**src/hw/rtl/lfys_pkg.sv**
```systemverilog
// lfys_pkg: shared constants and types of the lcg fisher-yates shuffle block
// generator constants, register map, divider step count and controller states
// no dependencies
package lfys_pkg;

    // default list capacity
    localparam int MAX_ITEMS_DEF = 64;

    // linear congruential generator
    localparam logic [31:0] LCG_MUL = 32'd1103515245;
    localparam logic [31:0] LCG_ADD = 32'd12345;
    localparam int          LCG_TAKE_SHIFT = 16;

    // swap partner is taken from 16 generator bits, one dividend bit per cycle
    localparam int DIV_STEPS = 32 - LCG_TAKE_SHIFT;
    localparam int STEP_W    = $clog2(DIV_STEPS);

    // configuration port
    localparam int          ADDR_W         = 2;
    localparam logic [ADDR_W-1:0] REG_START_SEED = 2'd0;

    // controller states
    typedef enum logic [3:0] {
        S_LOAD,
        S_LCG,
        S_DIV,
        S_RD_I,
        S_RD_J,
        S_WR_I,
        S_WR_J,
        S_EMIT_RD,
        S_EMIT_CAP,
        S_EMIT_HOLD
    } t_state;

endpackage

```
**src/hw/rtl/lfys_if.sv**
```systemverilog
// lfys_if: valid/ready channel interfaces for list input words and shuffled output words
// depends on nothing but the fixed field widths

// input channel: one list element per word
interface lfys_in_if;
    logic        valid;
    logic        ready;
    logic [15:0] element_value;
    logic        is_last;

    modport source (output valid, output element_value, output is_last, input ready);
    modport sink   (input valid, input element_value, input is_last, output ready);
endinterface

// output channel: one shuffled element per word
interface lfys_out_if;
    logic        valid;
    logic        ready;
    logic [15:0] shuffled_value;
    logic        is_final;
    logic [31:0] end_seed;

    modport source (output valid, output shuffled_value, output is_final, output end_seed,
                    input ready);
    modport sink   (input valid, input shuffled_value, input is_final, input end_seed,
                    output ready);
endinterface

```
**src/hw/rtl/lfys_ram.sv**
```systemverilog
// lfys_ram: generic simple dual-port ram, one write and one registered read per cycle
// depends on nothing
module lfys_ram #(
    parameter int WIDTH = 16,
    parameter int DEPTH = 64
) (
    input  logic                     i_clk,
    input  logic                     i_we,
    input  logic [$clog2(DEPTH)-1:0] i_waddr,
    input  logic [WIDTH-1:0]         i_wdata,
    input  logic [$clog2(DEPTH)-1:0] i_raddr,
    output logic [WIDTH-1:0]         o_rdata
);

    logic [WIDTH-1:0] r_mem [DEPTH];
    logic [WIDTH-1:0] r_rdata;

    // write port and registered read port
    always_ff @(posedge i_clk) begin
        if (i_we) begin
            r_mem[i_waddr] <= i_wdata;
        end
        r_rdata <= r_mem[i_raddr];
    end

    assign o_rdata = r_rdata;

endmodule

```
**src/hw/rtl/lcg_fisher_yates_shuffle.sv**
```systemverilog
// lcg_fisher_yates_shuffle: top level, list load, lcg-driven in-place shuffle, emission
// depends on lfys_pkg, lfys_if (lfys_in_if, lfys_out_if) and lfys_ram
//
// Usage
//   i_in carries list elements, one word per element, in list order; the word with
//   is_last set closes the list and starts the shuffle. Up to MAX_ITEMS elements are
//   kept, further ones are dropped (a dropped word marked last still starts the shuffle).
//   o_out then returns the permuted list, one word per element; the last word has
//   is_final set and end_seed holds the generator value after the shuffle. The user
//   writes start_seed at apb address 0 only while idle; the block does not enforce it.
// Operation
//   Loading takes one word per cycle. The shuffle runs one position at a time through
//   the element ram: the generator multiply, the bit-serial remainder by position+1,
//   and the ram traffic for the swap (read i, read j, write i, write j). Emission reads
//   each word from the ram, captures it and hands it over. i_in.ready is low from the
//   last word of a list until the final output word is taken.
// Reset and stall
//   Reset clears the element count, the generator and start_seed; the ram needs no
//   clearing since only entries of the current list are read. A stalled receiver holds
//   the output word in its register and the block waits.
module lcg_fisher_yates_shuffle
    import lfys_pkg::*;
#(
    parameter int MAX_ITEMS = MAX_ITEMS_DEF
) (
    input  logic              i_clk,
    input  logic              i_rst_n,
    lfys_in_if.sink           i_in,
    lfys_out_if.source        o_out,
    input  logic              psel,
    input  logic              penable,
    input  logic              pwrite,
    input  logic [ADDR_W-1:0] paddr,
    input  logic [31:0]       pwdata,
    output logic [31:0]       prdata,
    output logic              pready
);

    localparam int AW = $clog2(MAX_ITEMS);
    localparam int CW = $clog2(MAX_ITEMS + 1);
    localparam int RW = CW + 1;

    t_state r_state, n_state;

    logic [CW-1:0]     r_count, n_count;
    logic [CW-1:0]     r_n, n_n;
    logic [AW-1:0]     r_pos, n_pos;
    logic [AW-1:0]     r_j, n_j;
    logic [AW-1:0]     r_k, n_k;
    logic [31:0]       r_seed, n_seed;
    logic [31:0]       r_start_seed;
    logic [15:0]       r_dividend, n_dividend;
    logic [RW-1:0]     r_rem, n_rem;
    logic [STEP_W-1:0] r_step, n_step;
    logic [15:0]       r_di, n_di;
    logic              r_out_valid, n_out_valid;
    logic [15:0]       r_out_value, n_out_value;
    logic              r_out_final, n_out_final;
    logic [31:0]       r_out_seed, n_out_seed;

    // ram ports
    logic          ram_we;
    logic [AW-1:0] ram_waddr;
    logic [15:0]   ram_wdata;
    logic [AW-1:0] ram_raddr;
    logic [15:0]   ram_rdata;

    // helpers
    logic          in_fire;
    logic          out_fire;
    logic [CW-1:0] cnt_sat;
    logic [CW-1:0] last_pos;
    logic [RW-1:0] divisor;
    logic [RW-1:0] shifted;
    logic [CW-1:0] k_next;

    assign in_fire  = i_in.valid && i_in.ready;
    assign out_fire = r_out_valid && o_out.ready;
    assign cnt_sat  = (r_count < CW'(MAX_ITEMS)) ? (r_count + CW'(1)) : r_count;
    assign last_pos = cnt_sat - CW'(1);
    assign divisor  = RW'(r_pos) + RW'(1);
    assign shifted  = {r_rem[RW-2:0], r_dividend[15]};
    assign k_next   = CW'(r_k) + CW'(1);

    // element store
    lfys_ram #(
        .WIDTH (16),
        .DEPTH (MAX_ITEMS)
    ) u_store (
        .i_clk   (i_clk),
        .i_we    (ram_we),
        .i_waddr (ram_waddr),
        .i_wdata (ram_wdata),
        .i_raddr (ram_raddr),
        .o_rdata (ram_rdata)
    );

    // configuration port
    always_ff @(posedge i_clk) begin
        if (!i_rst_n) begin
            r_start_seed <= '0;
        end else if (psel && penable && pwrite && (paddr == REG_START_SEED)) begin
            r_start_seed <= pwdata;
        end
    end

    assign prdata = (paddr == REG_START_SEED) ? r_start_seed : '0;
    assign pready = 1'b1;

    // state register
    always_ff @(posedge i_clk) begin
        if (!i_rst_n) begin
            r_state <= S_LOAD;
        end else begin
            r_state <= n_state;
        end
    end

    // control registers
    always_ff @(posedge i_clk) begin
        if (!i_rst_n) begin
            r_count     <= '0;
            r_seed      <= '0;
            r_out_valid <= 1'b0;
        end else begin
            r_count     <= n_count;
            r_seed      <= n_seed;
            r_out_valid <= n_out_valid;
        end
    end

    // datapath registers
    always_ff @(posedge i_clk) begin
        r_n         <= n_n;
        r_pos       <= n_pos;
        r_j         <= n_j;
        r_k         <= n_k;
        r_dividend  <= n_dividend;
        r_rem       <= n_rem;
        r_step      <= n_step;
        r_di        <= n_di;
        r_out_value <= n_out_value;
        r_out_final <= n_out_final;
        r_out_seed  <= n_out_seed;
    end

    // next state, datapath and ram control
    always_comb begin
        n_state     = r_state;
        n_count     = r_count;
        n_n         = r_n;
        n_pos       = r_pos;
        n_j         = r_j;
        n_k         = r_k;
        n_seed      = r_seed;
        n_dividend  = r_dividend;
        n_rem       = r_rem;
        n_step      = r_step;
        n_di        = r_di;
        n_out_valid = r_out_valid;
        n_out_value = r_out_value;
        n_out_final = r_out_final;
        n_out_seed  = r_out_seed;
        ram_we      = 1'b0;
        ram_waddr   = r_pos;
        ram_wdata   = ram_rdata;
        ram_raddr   = r_pos;

        case (r_state)
            // store incoming words, start the shuffle on the last one
            S_LOAD: begin
                if (in_fire) begin
                    if (r_count < CW'(MAX_ITEMS)) begin
                        ram_we    = 1'b1;
                        ram_waddr = r_count[AW-1:0];
                        ram_wdata = i_in.element_value;
                    end
                    n_count = cnt_sat;
                    if (i_in.is_last) begin
                        n_count = '0;
                        n_n     = cnt_sat;
                        n_pos   = last_pos[AW-1:0];
                        n_seed  = r_start_seed;
                        n_k     = '0;
                        n_state = (cnt_sat == CW'(1)) ? S_EMIT_RD : S_LCG;
                    end
                end
            end
            // advance the generator and load the remainder unit
            S_LCG: begin
                n_seed     = r_seed * LCG_MUL + LCG_ADD;
                n_dividend = n_seed[31:LCG_TAKE_SHIFT];
                n_rem      = '0;
                n_step     = '0;
                n_state    = S_DIV;
            end
            // restoring remainder, one dividend bit per cycle
            S_DIV: begin
                n_rem      = (shifted >= divisor) ? (shifted - divisor) : shifted;
                n_dividend = {r_dividend[14:0], 1'b0};
                n_step     = r_step + STEP_W'(1);
                if (r_step == STEP_W'(DIV_STEPS - 1)) begin
                    n_state = S_RD_I;
                end
            end
            // swap: read i, read j, write i, write j
            S_RD_I: begin
                n_j       = r_rem[AW-1:0];
                ram_raddr = r_pos;
                n_state   = S_RD_J;
            end
            S_RD_J: begin
                ram_raddr = r_j;
                n_di      = ram_rdata;
                n_state   = S_WR_I;
            end
            S_WR_I: begin
                ram_we    = 1'b1;
                ram_waddr = r_pos;
                ram_wdata = ram_rdata;
                n_state   = S_WR_J;
            end
            S_WR_J: begin
                ram_we    = 1'b1;
                ram_waddr = r_j;
                ram_wdata = r_di;
                n_pos     = r_pos - AW'(1);
                n_state   = (r_pos == AW'(1)) ? S_EMIT_RD : S_LCG;
            end
            // emission, one element at a time
            S_EMIT_RD: begin
                ram_raddr = r_k;
                n_state   = S_EMIT_CAP;
            end
            S_EMIT_CAP: begin
                n_out_valid = 1'b1;
                n_out_value = ram_rdata;
                n_out_final = (k_next == r_n);
                n_out_seed  = (k_next == r_n) ? r_seed : '0;
                n_state     = S_EMIT_HOLD;
            end
            S_EMIT_HOLD: begin
                if (out_fire) begin
                    n_out_valid = 1'b0;
                    if (r_out_final) begin
                        n_state = S_LOAD;
                    end else begin
                        n_k     = r_k + AW'(1);
                        n_state = S_EMIT_RD;
                    end
                end
            end
            default: begin
                n_state = S_LOAD;
            end
        endcase
    end

    // channel outputs
    assign i_in.ready           = (r_state == S_LOAD);
    assign o_out.valid          = r_out_valid;
    assign o_out.shuffled_value = r_out_value;
    assign o_out.is_final       = r_out_final;
    assign o_out.end_seed       = r_out_seed;

endmodule

```
**src/flat_wrapper.sv**
```systemverilog
// flat-port wrapper written by rule: the top's interface ports become plain ports
module lcg_fisher_yates_shuffle_flat import lfys_pkg::*;
#(
    parameter int MAX_ITEMS = MAX_ITEMS_DEF
)
  (i_clk, i_rst_n, psel, penable, pwrite, paddr, pwdata, prdata, pready, i_in_valid, i_in_element_value, i_in_is_last, i_in_ready, o_out_valid, o_out_shuffled_value, o_out_is_final, o_out_end_seed, o_out_ready);
  lfys_in_if i_in_i ();
  lfys_out_if o_out_i ();
  input  logic i_clk;
  input  logic i_rst_n;
  input  logic psel;
  input  logic penable;
  input  logic pwrite;
  input  logic [ADDR_W-1:0] paddr;
  input  logic [31:0] pwdata;
  output logic [31:0] prdata;
  output logic pready;
  input wire logic [$bits(i_in_i.valid)-1:0] i_in_valid;
  input wire logic [$bits(i_in_i.element_value)-1:0] i_in_element_value;
  input wire logic [$bits(i_in_i.is_last)-1:0] i_in_is_last;
  output wire logic [$bits(i_in_i.ready)-1:0] i_in_ready;
  output wire logic [$bits(o_out_i.valid)-1:0] o_out_valid;
  output wire logic [$bits(o_out_i.shuffled_value)-1:0] o_out_shuffled_value;
  output wire logic [$bits(o_out_i.is_final)-1:0] o_out_is_final;
  output wire logic [$bits(o_out_i.end_seed)-1:0] o_out_end_seed;
  input wire logic [$bits(o_out_i.ready)-1:0] o_out_ready;
  assign i_in_i.valid = i_in_valid;
  assign i_in_i.element_value = i_in_element_value;
  assign i_in_i.is_last = i_in_is_last;
  assign i_in_ready = i_in_i.ready;
  assign o_out_valid = o_out_i.valid;
  assign o_out_shuffled_value = o_out_i.shuffled_value;
  assign o_out_is_final = o_out_i.is_final;
  assign o_out_end_seed = o_out_i.end_seed;
  assign o_out_i.ready = o_out_ready;
  lcg_fisher_yates_shuffle #(.MAX_ITEMS(MAX_ITEMS)) u_core (.i_clk(i_clk), .i_rst_n(i_rst_n), .i_in(i_in_i), .o_out(o_out_i), .psel(psel), .penable(penable), .pwrite(pwrite), .paddr(paddr), .pwdata(pwdata), .prdata(prdata), .pready(pready));
endmodule
```
**config.mk**
```make
export PLATFORM = sky130hd
export DESIGN_NAME = lcg_fisher_yates_shuffle_flat
export DESIGN_NICKNAME = d
export VERILOG_FILES = /design/src/hw/rtl/lfys_pkg.sv /design/src/hw/rtl/lfys_if.sv /design/src/hw/rtl/lfys_ram.sv /design/src/hw/rtl/lcg_fisher_yates_shuffle.sv /design/src/flat_wrapper.sv
export SDC_FILE = /design/constraint.sdc
export NUM_CORES = 2
export LEC_CHECK = 0
export BUFFER_PORTS_ARGS = -buffer_cell sky130_fd_sc_hd__buf_2
export CAP_MARGIN = 5
export CORE_ASPECT_RATIO = 0.5
export CORE_MARGIN = 2
export CORE_UTILIZATION = 25
export CTS_CLUSTER_SIZE = 28
export DETAILED_ROUTE_END_ITERATION = 10
export PLACE_DENSITY_LB_ADDON = 0.12
export RECOVER_POWER = 50
export SYNTH_ARGS = -nofsm -noshare
export SYNTH_HDL_FRONTEND = slang
export SYNTH_SLANG_ARGS = --single-unit
```
**constraint.sdc**
```tcl
create_clock -name i_clk -period 8.35 [get_ports i_clk]
set_input_delay 0.4175 -clock i_clk [delete_from_list [all_inputs] [get_ports i_clk]]
set_output_delay 0.4175 -clock i_clk [all_outputs]
set_load 0.01 [all_outputs]
```
==> reports/metrics.yaml <==
status: "complete, but fails checks"
failed_checks: "max-capacitance violations, max-slew violations"
final_max_slew_viol_count: 1226
grt_pass1_wl_mm: 250
crit_type: "flip-flop to flip-flop"
ios: 142
drt_iter0_drc: 1915
initial_core_util_pct: 25.2
clk_pin_slew_ps: 60
drt_wl_total_mm: 175
maxSlewHeadroom_pct: -92.9
clk_latency_ps: 800
grt_busiest_layer: "met2"
synthArstFlopShare_pct: 0
syn_to_final_growth_pct: 14.9
synth_compound_gate_area_share_pct: 2.83
muxShareOfSynthArea_pct: 16.7
vias_per_cell: 4.30
seq_area_frac_synth_pct: 59.4
final_cell_mix: "edfxtp_1, mux2i_1, inv_1"
cts_max_level: 4
yosysWarnings: 0
gp_congestion: 0.836
cp_max_fo: 10
cts_tree: "done"
die_area_um2: 247000
nNetsFinal: 4898
synth_seq_cells: 1233
die_x_um: 701
fin_util_pct: 29.0
dp_hpwl_mm: 115
min_period_ps: 7140
fmax_mhz: 140
io_buffers: 140
tightest_slew_ps: 2890
min_path_type: "input pin to flip-flop"
ant_nets: 0
worstSetupEndpointType: "flip-flop"
synth-main-ff-cell: "edfxtp_1"
setup_viol_count_final: 0
cts_buffers: 140
cts-root-buf: "clkbuf_16"
maxCapViolCount: 24
synth_cells: 4169
whs_ps: 214
overflow: 0
fin_setup_tns_ps: 0
syn-cell-area_um2: 60800
vias: 33300
grt_max_degree: 110
clock_skew_ps: 73.9
drc: 0
yosysTopAreaCell: "edfxtp_1"
synth_top_family_by_area: "multiplexers"
synth_cell_types: 74
use_met1_pct: 19.0
synth_adder_area_share_pct: 10.8
synth_top_area_share_pct: 56.4
clock_sinks: 1233
hold_violations: 0
met2_usage_pct: 23.1
met3_usage_pct: 2.12
num_rows: 127
rsz0062_at_grt: "no"
grt_usage_pct: 13.9
synth_area_per_cell_um2: 14.6
synth-xor-area-share_pct: 1.37
grt_pass1_vias: 34700
cp-start-kind: "flip-flop"
synth_edf_count: 1141
first_pass_iters: 5
post-route-period-util_pct: 85.5
clockBufferDepth: 4
drive_above_1_share_pct: 9.02
core_area_um2: 241000
layout_commonest_cell: "edfxtp_1"
crit_arrival_ps: 7580
synth.area.top_cells: "edfxtp_1, mux2i_1, fa_1"
syn_nets: 4638
antenna_found_initial: 10
required_ps: 8790
wire_per_inst_um: 22.6
synth_simple_gate_area_share_pct: 4.29
die_h_um: 353
-- worst paths after layout --
check                                     from                              end  slack [ps]  depth (start not counted)
max              u_core.r_seed[8]$_SDFFE_PN0P_  u_core.r_dividend[14]$_DFFE_PP_        1210                         22
min                               i_in_is_last   u_core.r_count[3]$_SDFFE_PN0P_         210                          4
max reg2reg      u_core.r_seed[8]$_SDFFE_PN0P_  u_core.r_dividend[14]$_DFFE_PP_        1210                         22
min reg2reg  u_core.u_store.o_rdata[4]$_DFF_P_         u_core.r_di[4]$_DFFE_PP_         470                          0
-- cell usage after synthesis, types with 3 or more instances --
library cell and instances:
edfxtp_1 1141, mux2i_1 1013, inv_1 422, ha_1 222, nand2_1 214, fa_1 189, nor2_1 144, a21oi_1 97
dfxtp_1 92, and2_1 72, xnor2_1 70, buf_2 60, buf_6 53, o21ai_0 45, clkbuf_1 44, nand3_1 28
xor2_1 25, a22oi_1 21, nor3_1 17, a211oi_1 15, a21o_1 14, a311oi_1 14, buf_4 13, and3_1 12
nand2b_1 12, nor2b_1 9, nand4_1 8, o211ai_1 8, and4_1 6, buf_1 6, o221ai_1 6, or2_2 6
a31oi_1 5, o21a_1 5, a41oi_1 4, a221o_1 3, nand3_2 3, nor4_1 3, o31ai_1 3, or3_1 3
-- stage by stage --
step	std cells	worst slack [ps]	instance area, um^2
after floorplan	4169	2060	60800
after global routing	7747	843	69800
after detailed placement	7477	1220	65500
after global placement	7477	1160	65500
final	7750	1210	69800
after CTS	7747	1170	70000
-- state kept, by name, indices dropped and copies added (netlist names), 16 cells and up --
name	count
u_core.u_store.r_mem	1024
u_core.o_out.end_seed	32
u_core.r_seed	32
u_core.r_start_seed	32
u_core.o_out.shuffled_value	16
u_core.r_di	16
u_core.r_dividend	16
u_core.u_store.o_rdata	16
-- layer usage --
metal | vias to the layer above | part of all wire (%) | wire (um)
met5 | - | 0 | 0
met4 | 0 | 2.7 | 4660
li1 | 15500 | - | -
met2 | 549 | 47 | 82900
met3 | 205 | 3.6 | 6280
met1 | 17000 | 46 | 81200
-- worst max-delay path, cell delays in order (launching register included) --
cell      delay, ps
dfxtp_1         610
ha_1            430
fa_1            550
inv_1            60
fa_1            470
fa_1            510
inv_1            50
ha_1            270
inv_1            50
fa_1            540
inv_1            50
fa_1            490
fa_1            420
ha_1            350
and4_1          210
nand2_1          70
o211ai_2        300
a41oi_1         220
o221ai_1        420
nor3_1          120
o31ai_1         350
xnor2_1         190
o21ai_1          80
-- layout make-up --
cell class | count | area, um^2
fillers | 24300 | 171000
flip-flops and latches | 1233 | 36100
multi-input cells | 2336 | 22000
well taps | 3225 | 4040
clock buffers | 183 | 3770
repair buffers | 295 | 1890
inverters | 423 | 1590
clock inverters | 52 | 390
diodes | 3 | 7.51
-- kinds of logic after synthesis --
kind of cell | after synthesis
xor gates and xnor gates | 95
and+or+nand+nor | 552
other | 1
DFF | 1233
AOI/OAI and AO/OA | 262
buffers and inverters | 600
muxes | 1015
adders and majority gates | 411
-- what timing repair did --
action,CTS,global route
buffers inserted,0,0
hold buffers,35,0
gates resized for setup,0,0
endpoints found under the hold margin,37,0
Power is not shown: default switching activity piles up to over one toggle a cycle in this logic, so the estimate is an artifact.
